[src/hw/rtl/ole_pkg.sv]
// ----------------------------------------------------------------------------
// ole_pkg
// Shared types and constants for the ordered list engine.
// ----------------------------------------------------------------------------
package ole_pkg;

  localparam int DATA_W  = 32;
  localparam int COUNT_W = 5;

  typedef enum logic [1:0] {
    CMD_INS_FRONT = 2'd0,
    CMD_INS_BACK  = 2'd1,
    CMD_REMOVE    = 2'd2,
    CMD_READOUT   = 2'd3
  } cmd_e_t;

  typedef enum logic [1:0] {
    STS_OK        = 2'd0,
    STS_FULL      = 2'd1,
    STS_EMPTY     = 2'd2,
    STS_NOT_FOUND = 2'd3
  } status_e_t;

  typedef enum logic [2:0] {
    ST_IDLE,
    ST_SEARCH,
    ST_SHIFT,
    ST_READ,
    ST_RESP
  } state_e_t;

  typedef struct packed {
    cmd_e_t                    command;
    logic signed [DATA_W-1:0]  value;
  } in_t;

  typedef struct packed {
    status_e_t                 status;
    logic signed [DATA_W-1:0]  element;
    logic                      last;
    logic [COUNT_W-1:0]        count;
  } out_t;

endpackage

[src/hw/rtl/ole_mem.sv]
// ----------------------------------------------------------------------------
// ole_mem
// Entry storage: one write port, one read port, registered read data.
// ----------------------------------------------------------------------------
module ole_mem #(
  parameter int DEPTH = 16,
  parameter int AW    = 4
) (
  input  logic                      clk,
  input  logic                      we,
  input  logic [AW-1:0]             waddr,
  input  logic [ole_pkg::DATA_W-1:0] wdata,
  input  logic                      re,
  input  logic [AW-1:0]             raddr,
  output logic [ole_pkg::DATA_W-1:0] rdata
);
  import ole_pkg::*;

  logic [DATA_W-1:0] mem [DEPTH];
  logic [DATA_W-1:0] rdata_r;

  always_ff @(posedge clk) begin
    if (we) begin
      mem[waddr] <= wdata;
    end
  end

  always_ff @(posedge clk) begin
    if (re) begin
      rdata_r <= mem[raddr];
    end
  end

  assign rdata = rdata_r;

endmodule

[src/hw/rtl/ole_outq.sv]
// ----------------------------------------------------------------------------
// ole_outq
// Two-entry result queue in front of the output channel.
// ----------------------------------------------------------------------------
module ole_outq (
  input  logic          clk,
  input  logic          rst_n,
  input  logic          push,
  input  ole_pkg::out_t push_data,
  output logic          out_valid,
  input  logic          out_ready,
  output ole_pkg::out_t out_data,
  output logic [1:0]    fill
);
  import ole_pkg::*;

  out_t       ent_r [2];
  logic       wr_ptr_r, wr_ptr_nxt;
  logic       rd_ptr_r, rd_ptr_nxt;
  logic [1:0] cnt_r, cnt_nxt;
  logic       pop;

  assign out_valid = (cnt_r != 2'd0);
  assign out_data  = ent_r[rd_ptr_r];
  assign fill      = cnt_r;
  assign pop       = out_valid & out_ready;

  always_comb begin
    wr_ptr_nxt = wr_ptr_r ^ push;
    rd_ptr_nxt = rd_ptr_r ^ pop;
    cnt_nxt    = cnt_r + {1'b0, push} - {1'b0, pop};
  end

  always_ff @(posedge clk) begin
    if (!rst_n) begin
      wr_ptr_r <= 1'b0;
      rd_ptr_r <= 1'b0;
      cnt_r    <= 2'd0;
    end else begin
      wr_ptr_r <= wr_ptr_nxt;
      rd_ptr_r <= rd_ptr_nxt;
      cnt_r    <= cnt_nxt;
    end
  end

  always_ff @(posedge clk) begin
    if (push) begin
      ent_r[wr_ptr_r] <= push_data;
    end
  end

endmodule

[src/hw/rtl/ordered_list_engine_core.sv]
// The list lives in a DEPTH-entry memory used as a ring: a head pointer and a
// count give the logical order, so front and back inserts write one entry.
// Remove reads the list front to back one entry a cycle through the single
// memory read port, then moves every later entry down one place at one entry
// a cycle. Read-out reads one entry a cycle into a two-entry result queue
// when the output side keeps up, and stalls while that queue has no room.
// One request is worked at a time. No clearing pass is needed after reset.
// ----------------------------------------------------------------------------
// ordered_list_engine_core
// Ordered list of signed words with insert, remove and read-out requests.
// ----------------------------------------------------------------------------
module ordered_list_engine_core #(
  parameter int DEPTH = 16
) (
  input  logic          clk,
  input  logic          rst_n,
  input  logic          in_valid,
  output logic          in_ready,
  input  ole_pkg::in_t  in_data,
  output logic          out_valid,
  input  logic          out_ready,
  output ole_pkg::out_t out_data
);
  import ole_pkg::*;

  localparam int AW = $clog2(DEPTH);
  localparam int CW = $clog2(DEPTH + 1);

  state_e_t                 state_r, state_nxt;
  logic [AW-1:0]            head_r, head_nxt;
  logic [CW-1:0]            count_r, count_nxt;
  logic signed [DATA_W-1:0] val_r, val_nxt;
  logic [CW-1:0]            idx_r, idx_nxt;
  logic [AW-1:0]            tag_r, tag_nxt;
  logic                     pend_r, pend_nxt;
  status_e_t                status_r, status_nxt;

  logic                     mem_we, mem_re;
  logic [AW-1:0]            mem_waddr, mem_raddr;
  logic [DATA_W-1:0]        mem_wdata, mem_rdata;

  logic                     push;
  out_t                     push_data;
  logic [1:0]               q_fill;
  logic                     pop;
  logic [2:0]               occ;
  logic                     credit_ok;
  logic                     accept;
  logic                     full;
  logic                     hit;
  logic                     last_tag;
  logic                     idx_more;
  logic [AW-1:0]            head_m1;

  // ring position of logical index k
  function automatic logic [AW-1:0] phys(input logic [AW-1:0] head,
                                         input logic [AW-1:0] k);
    logic [AW:0] s;
    s = {1'b0, head} + {1'b0, k};
    if (s >= (AW+1)'(DEPTH)) begin
      s = s - (AW+1)'(DEPTH);
    end
    return s[AW-1:0];
  endfunction

  ole_mem #(
    .DEPTH (DEPTH),
    .AW    (AW)
  ) u_mem (
    .clk   (clk),
    .we    (mem_we),
    .waddr (mem_waddr),
    .wdata (mem_wdata),
    .re    (mem_re),
    .raddr (mem_raddr),
    .rdata (mem_rdata)
  );

  ole_outq u_outq (
    .clk       (clk),
    .rst_n     (rst_n),
    .push      (push),
    .push_data (push_data),
    .out_valid (out_valid),
    .out_ready (out_ready),
    .out_data  (out_data),
    .fill      (q_fill)
  );

  assign pop       = out_valid & out_ready;
  // slots taken in the next cycle, counting a read still in flight
  assign occ       = 3'(q_fill) + 3'(pend_r) - 3'(pop);
  assign credit_ok = (occ <= 3'd1);
  assign in_ready  = (state_r == ST_IDLE);
  assign accept    = in_valid & in_ready;
  assign full      = (count_r == CW'(DEPTH));
  assign hit       = pend_r && (mem_rdata == val_r);
  assign last_tag  = (CW'(tag_r) == count_r - CW'(1));
  assign idx_more  = (idx_r < count_r);
  assign head_m1   = (head_r == '0) ? AW'(DEPTH - 1) : head_r - 1'b1;

  always_comb begin
    state_nxt = state_r;
    case (state_r)
      ST_IDLE: begin
        if (accept) begin
          case (in_data.command)
            CMD_REMOVE:  state_nxt = (count_r == '0) ? ST_RESP : ST_SEARCH;
            CMD_READOUT: state_nxt = (count_r == '0) ? ST_RESP : ST_READ;
            default:     state_nxt = ST_RESP;
          endcase
        end
      end
      ST_SEARCH: begin
        if (hit) begin
          state_nxt = ST_SHIFT;
        end else if (pend_r && last_tag) begin
          state_nxt = ST_RESP;
        end
      end
      ST_SHIFT: begin
        if (!idx_more && !pend_r) begin
          state_nxt = ST_RESP;
        end
      end
      ST_READ: begin
        if (!idx_more && !pend_r) begin
          state_nxt = ST_IDLE;
        end
      end
      ST_RESP: begin
        if (credit_ok) begin
          state_nxt = ST_IDLE;
        end
      end
      default: state_nxt = ST_IDLE;
    endcase
  end

  always_comb begin
    head_nxt   = head_r;
    count_nxt  = count_r;
    val_nxt    = val_r;
    idx_nxt    = idx_r;
    tag_nxt    = tag_r;
    pend_nxt   = 1'b0;
    status_nxt = status_r;
    mem_we     = 1'b0;
    mem_waddr  = phys(head_r, tag_r - 1'b1);
    mem_wdata  = mem_rdata;
    mem_re     = 1'b0;
    mem_raddr  = phys(head_r, idx_r[AW-1:0]);
    push       = 1'b0;
    push_data  = '{status: status_r, element: '0, last: 1'b1,
                   count: COUNT_W'(count_r)};
    case (state_r)
      ST_IDLE: begin
        if (accept) begin
          val_nxt    = in_data.value;
          idx_nxt    = '0;
          status_nxt = STS_OK;
          case (in_data.command)
            CMD_INS_FRONT: begin
              if (full) begin
                status_nxt = STS_FULL;
              end else begin
                mem_we    = 1'b1;
                mem_waddr = head_m1;
                mem_wdata = in_data.value;
                head_nxt  = head_m1;
                count_nxt = count_r + 1'b1;
              end
            end
            CMD_INS_BACK: begin
              if (full) begin
                status_nxt = STS_FULL;
              end else begin
                mem_we    = 1'b1;
                mem_waddr = phys(head_r, count_r[AW-1:0]);
                mem_wdata = in_data.value;
                count_nxt = count_r + 1'b1;
              end
            end
            default: begin
              if (count_r == '0) begin
                status_nxt = STS_EMPTY;
              end
            end
          endcase
        end
      end
      ST_SEARCH: begin
        if (hit) begin
          // start moving entries after the match down one place
          idx_nxt = CW'(tag_r) + 1'b1;
        end else begin
          if (idx_more) begin
            mem_re   = 1'b1;
            idx_nxt  = idx_r + 1'b1;
            tag_nxt  = idx_r[AW-1:0];
            pend_nxt = 1'b1;
          end
          if (pend_r && last_tag) begin
            status_nxt = STS_NOT_FOUND;
          end
        end
      end
      ST_SHIFT: begin
        if (pend_r) begin
          mem_we = 1'b1;
        end
        if (idx_more) begin
          mem_re   = 1'b1;
          idx_nxt  = idx_r + 1'b1;
          tag_nxt  = idx_r[AW-1:0];
          pend_nxt = 1'b1;
        end else if (!pend_r) begin
          count_nxt  = count_r - 1'b1;
          status_nxt = STS_OK;
        end
      end
      ST_READ: begin
        if (idx_more && credit_ok) begin
          mem_re   = 1'b1;
          idx_nxt  = idx_r + 1'b1;
          tag_nxt  = idx_r[AW-1:0];
          pend_nxt = 1'b1;
        end
        if (pend_r) begin
          push      = 1'b1;
          push_data = '{status: STS_OK, element: signed'(mem_rdata), last: last_tag,
                        count: COUNT_W'(count_r)};
        end
      end
      ST_RESP: begin
        push = credit_ok;
      end
      default: begin
      end
    endcase
  end

  always_ff @(posedge clk) begin
    if (!rst_n) begin
      state_r  <= ST_IDLE;
      head_r   <= '0;
      count_r  <= '0;
      idx_r    <= '0;
      pend_r   <= 1'b0;
      status_r <= STS_OK;
    end else begin
      state_r  <= state_nxt;
      head_r   <= head_nxt;
      count_r  <= count_nxt;
      idx_r    <= idx_nxt;
      pend_r   <= pend_nxt;
      status_r <= status_nxt;
    end
  end

  always_ff @(posedge clk) begin
    val_r <= val_nxt;
    tag_r <= tag_nxt;
  end

endmodule
[config.mk]
export PLATFORM = sky130hd
export DESIGN_NAME = ordered_list_engine_core
export DESIGN_NICKNAME = d
export VERILOG_FILES = /design/src/hw/rtl/ole_pkg.sv /design/src/hw/rtl/ole_mem.sv /design/src/hw/rtl/ole_outq.sv /design/src/hw/rtl/ordered_list_engine_core.sv
export SDC_FILE = /design/constraint.sdc
export NUM_CORES = 1
export LEC_CHECK = 0
export BUFFER_PORTS_ARGS = -buffer_cell sky130_fd_sc_hd__buf_2
export CAP_MARGIN = 10
export CORE_ASPECT_RATIO = 0.6
export CORE_MARGIN = 4
export CORE_UTILIZATION = 35
export DETAILED_ROUTE_END_ITERATION = 6
export SLEW_MARGIN = 25
export SYNTH_ARGS = -nofsm -noshare
export SYNTH_HDL_FRONTEND = slang
export SYNTH_SLANG_ARGS = --single-unit
[constraint.sdc]
create_clock -name clk -period 6.54 [get_ports clk]
set_clock_uncertainty 0.15 [all_clocks]
set_input_delay 1.308 -clock clk [delete_from_list [all_inputs] [get_ports clk]]
set_output_delay 1.308 -clock clk [all_outputs]
set_load 0.05 [all_outputs]
==> impl_metrics.json <==
{
  "final.setup.tns_ns": 0,
  "crit_chain": "inv_1 -> ha_1 -> nor4bb_1 -> nor4_4 -> buf_4 -> nor2_1 -> a21oi_1 -> nand2_1 -> nor2_4 -> buf_4",
  "clk_pin_slew_worst_paths_ns": 0.07,
  "wl_met3_um": 5990,
  "yosys-top-cells-area": "edfxtp_1 71%, mux4_2 10%, nand2_1 2.4%",
  "h-tree-depth": 2,
  "r2r_setup_slack_ns": 2.09,
  "fin_area_um2": 31930,
  "crit_type": "register to register",
  "worstMarginPinSlew_ns": 1.020,
  "max_stage_delay_ns": 0.74,
  "start_util_pct": 35.66,
  "wire_per_inst_um": 24.76,
  "drt-total-wl_um": 68610,
  "clkLatencyLatePin_ns": 0.63,
  "cp-end-kind": "register",
  "timing.rr.end": "u_mem.mem[12][28]$_DFFE_PP_",
  "setup_viol": 0,
  "cp.arrival_ns": 4.64,
  "syn_to_final_growth_pct": 14.38,
  "dr.pass1.iters": 5,
  "p_int_uw": 7802,
  "drc": 0,
  "synth_edf_count": 660,
  "placed_cell_area_um2": 29890,
  "synth_flop_cell": "edfxtp_1",
  "pwr-share-seq_pct": 48.9,
  "slew_headroom_pct": 31.54,
  "grt_max_degree": 65,
  "power.density_nw_per_um2": 347.0,
  "num-nets-final": 1741,
  "synth_warnings": 0,
  "fillers": 6969,
  "drtIter0Drc": 1645,
  "pre_cts_slack_ns": 1.541,
  "max_freq_mhz": 224.7,
  "overflow": 0,
  "port_buffers": 79,
  "grt_usage_pct": 16.20,
  "async_reset_ff_share_pct": 0,
  "p_clk_share_pct": 31.7,
  "ys_types": 63,
  "synth_area_um2": 27910,
  "cp_slowest_cell": "nor2_4",
  "cts-root-buf": "clkbuf_16",
  "p_leak_uw": 0.01024,
  "syn_avg_cell_area_um2": 17.75,
  "cts_resized": 0,
  "via_count": 14923,
  "cp-start-kind": "register",
  "cts_setup_buffers": 0,
  "hold_end": "u_outq.rd_ptr_r$_SDFF_PN0_",
  "die_area_um2": 84480,
  "drive_gt1_share_pct": 23.75,
  "rows": 79,
  "die_width_um": 372.6,
  "cts_tree": "built",
  "postRouteAntennaNets": 0,
  "p_comb_share_pct": 19.4,
  "rsz0062_at_grt": "false",
  "grt_pass1_wl_um": 101400,
  "first_global_vias": 14599,
  "cts_sinks": 685,
  "ioPinCount": 80,
  "vdd_ir_drop_max_v": 0.0002501,
  "ys_ff_latch": 685,
  "hold_slack_ns": 0.3763,
  "min_from": "u_outq.rd_ptr_r$_SDFF_PN0_",
  "antenna_found_initial": 0,
  "setup_ws_ns": 2.090,
  "hold_viol_final": 0,
  "fin_crit_ns": 4.450,
  "die_h_um": 226.8,
  "viasPerCell": 5.385,
  "outcome": "finished, final reports clean",
  "cpMostUsedCell": "buf_4",
  "hold_path_depth": 2,
  "routed.top_layer": "met4",
  "cts_hold_buf": 0,
  "critPathRequiredTime_ns": 6.73,
  "yosysTopAreaCell": "edfxtp_1",
  "cts_buffers": 58,
  "min_path_type": "register to register",
  "antenna-diode-count": 0,
  "gp_congestion": 0.8645,
  "yosysMostFrequentCell": "edfxtp_1",
  "ys_top_cells_by_count": "660 x edfxtp_1, 182 x nand2_1, 128 x mux4_2",
  "route.met2.wl_um": 29210,
  "ff2ff_path_depth": 10,
  "ys_seq_area_share_pct": 72.80,
  "core-area_um2": 78290,
  "hpwl_um": 45050,
  "swShare_pct": 29.58,
  "slew_viol_final": 0,
  "maxCapViolations": 0,
  "cts.path.max_buffers": 3,
  "fin_crit_sh_pct": 68.04,
  "syn_inst": 1573,
  "crit_fanout": 28,
  "synth.top_cell.area_share_pct": 71.00,
  "p_sw_uw": 3278,
  "timing.rr.start": "count_r[0]$_SDFFE_PN0P_",
  "synth_fp_nets": 1641,
  "met1_length_um": 32430
}
-- worst max-delay path by stage --
stage	slack, ns	depth (start not counted)	start	end
after detailed placement	1.54	7	in_valid	u_mem.mem[4][16]$_DFFE_PP_
after CTS	1.94	8	count_r[0]$_SDFFE_PN0P_	u_mem.mem[4][11]$_DFFE_PP_
after global routing	1.87	10	count_r[0]$_SDFFE_PN0P_	u_mem.mem[12][18]$_DFFE_PP_
after global placement	1.64	7	in_valid	u_mem.mem[3][16]$_DFFE_PP_
final	2.09	10	count_r[0]$_SDFFE_PN0P_	u_mem.mem[12][28]$_DFFE_PP_
after floorplan	1.52	10	out_ready	u_mem.rdata[0]$_DFFE_PP_
-- flip-flops by register name, summed over array words and instances, names as in the netlist, named ones only --
register and count:
u_mem.rdata 32, status_r 2, u_outq.ent_r 80, count_r 5
val_r 32, idx_r 5, head_r 4, u_outq.rd_ptr_r 1
u_mem.mem 512, tag_r 4, u_outq.wr_ptr_r 1, u_outq.fill 2
state_r 3, pend_r 1
-- layer usage --
layer  global-route usage (%)  vias up
met5                        0        -
met4                    2.704        0
met3                    3.262       79
met2                    23.06      657
met1                    25.88     7779
li1                         -     6408
-- power by group through the flow --
stage | registers [µW] | logic, µW | clock network [µW]
2_1_floorplan | 5440 | 1480 | 0
3_3_place_gp | 5510 | 2090 | 0
3_5_place_dp | 5520 | 2140 | 0
4_1_cts | 5430 | 2150 | 3560
5_1_grt | 5440 | 2310 | 3780
6_report | 5420 | 2150 | 3510
-- through the flow --
stage               util [%]  total power [µW]  std cells
finish                 40.78             11080       2771
global route           40.78             11530       2771
CTS                    40.59             11140       2764
detailed placement     38.18              7664       2659
global placement       37.96              7601       2653
floorplan                  -              6920       1573
-- placed cells by master (no fill, tap or decap), types with 23 or more instances in the layout --
cell type / instances
nor2_1: 23
a211oi_1: 36
mux2_2: 42
nand2_1: 182
a31oi_1: 44
ha_1: 23
and2_1: 71
xnor2_1: 41
a21oi_1: 26
clkbuf_16: 58
buf_2: 79
edfxtp_1: 660
mux4_2: 128
dfxtp_1: 24
-- worst max-delay path, delay by kind of cell (launching register included) --
family          cells  cell delay (ns)
fa+ha+maj           1             0.27
buf+inv             3             0.96
compound gates      1             0.18
simple gates        5             2.03
flops               1             0.52
-- final cells by class --
| cell class | count | area (µm²) | area share [%] |
|---|---|---|---|
| clock inverter | 40 | 405.4 | 1.270 |
| timing repair buffer | 115 | 898.4 | 2.814 |
| inverter | 22 | 82.58 | 0.2586 |
| multi-input combinational | 791 | 7423 | 23.25 |
| clock buffer | 65 | 1478 | 4.628 |
| tap | 1053 | 1318 | 4.126 |
| sequential | 685 | 20320 | 63.65 |
-- cell families (layout without fill, tap and decap cells) --
kind of cell,count (synthesis),count (layout),synth area share [%]
muxes,174,174,12.17
adders and majority gates,30,30,1.452
xor gates and xnor gates,61,61,1.914
buffers and inverters,97,242,1.421
and+or+nand+nor,360,360,6.177
DFF,685,685,72.80
AOI/OAI and AO/OA,166,166,4.075
(Power assumes the default switching activity.)
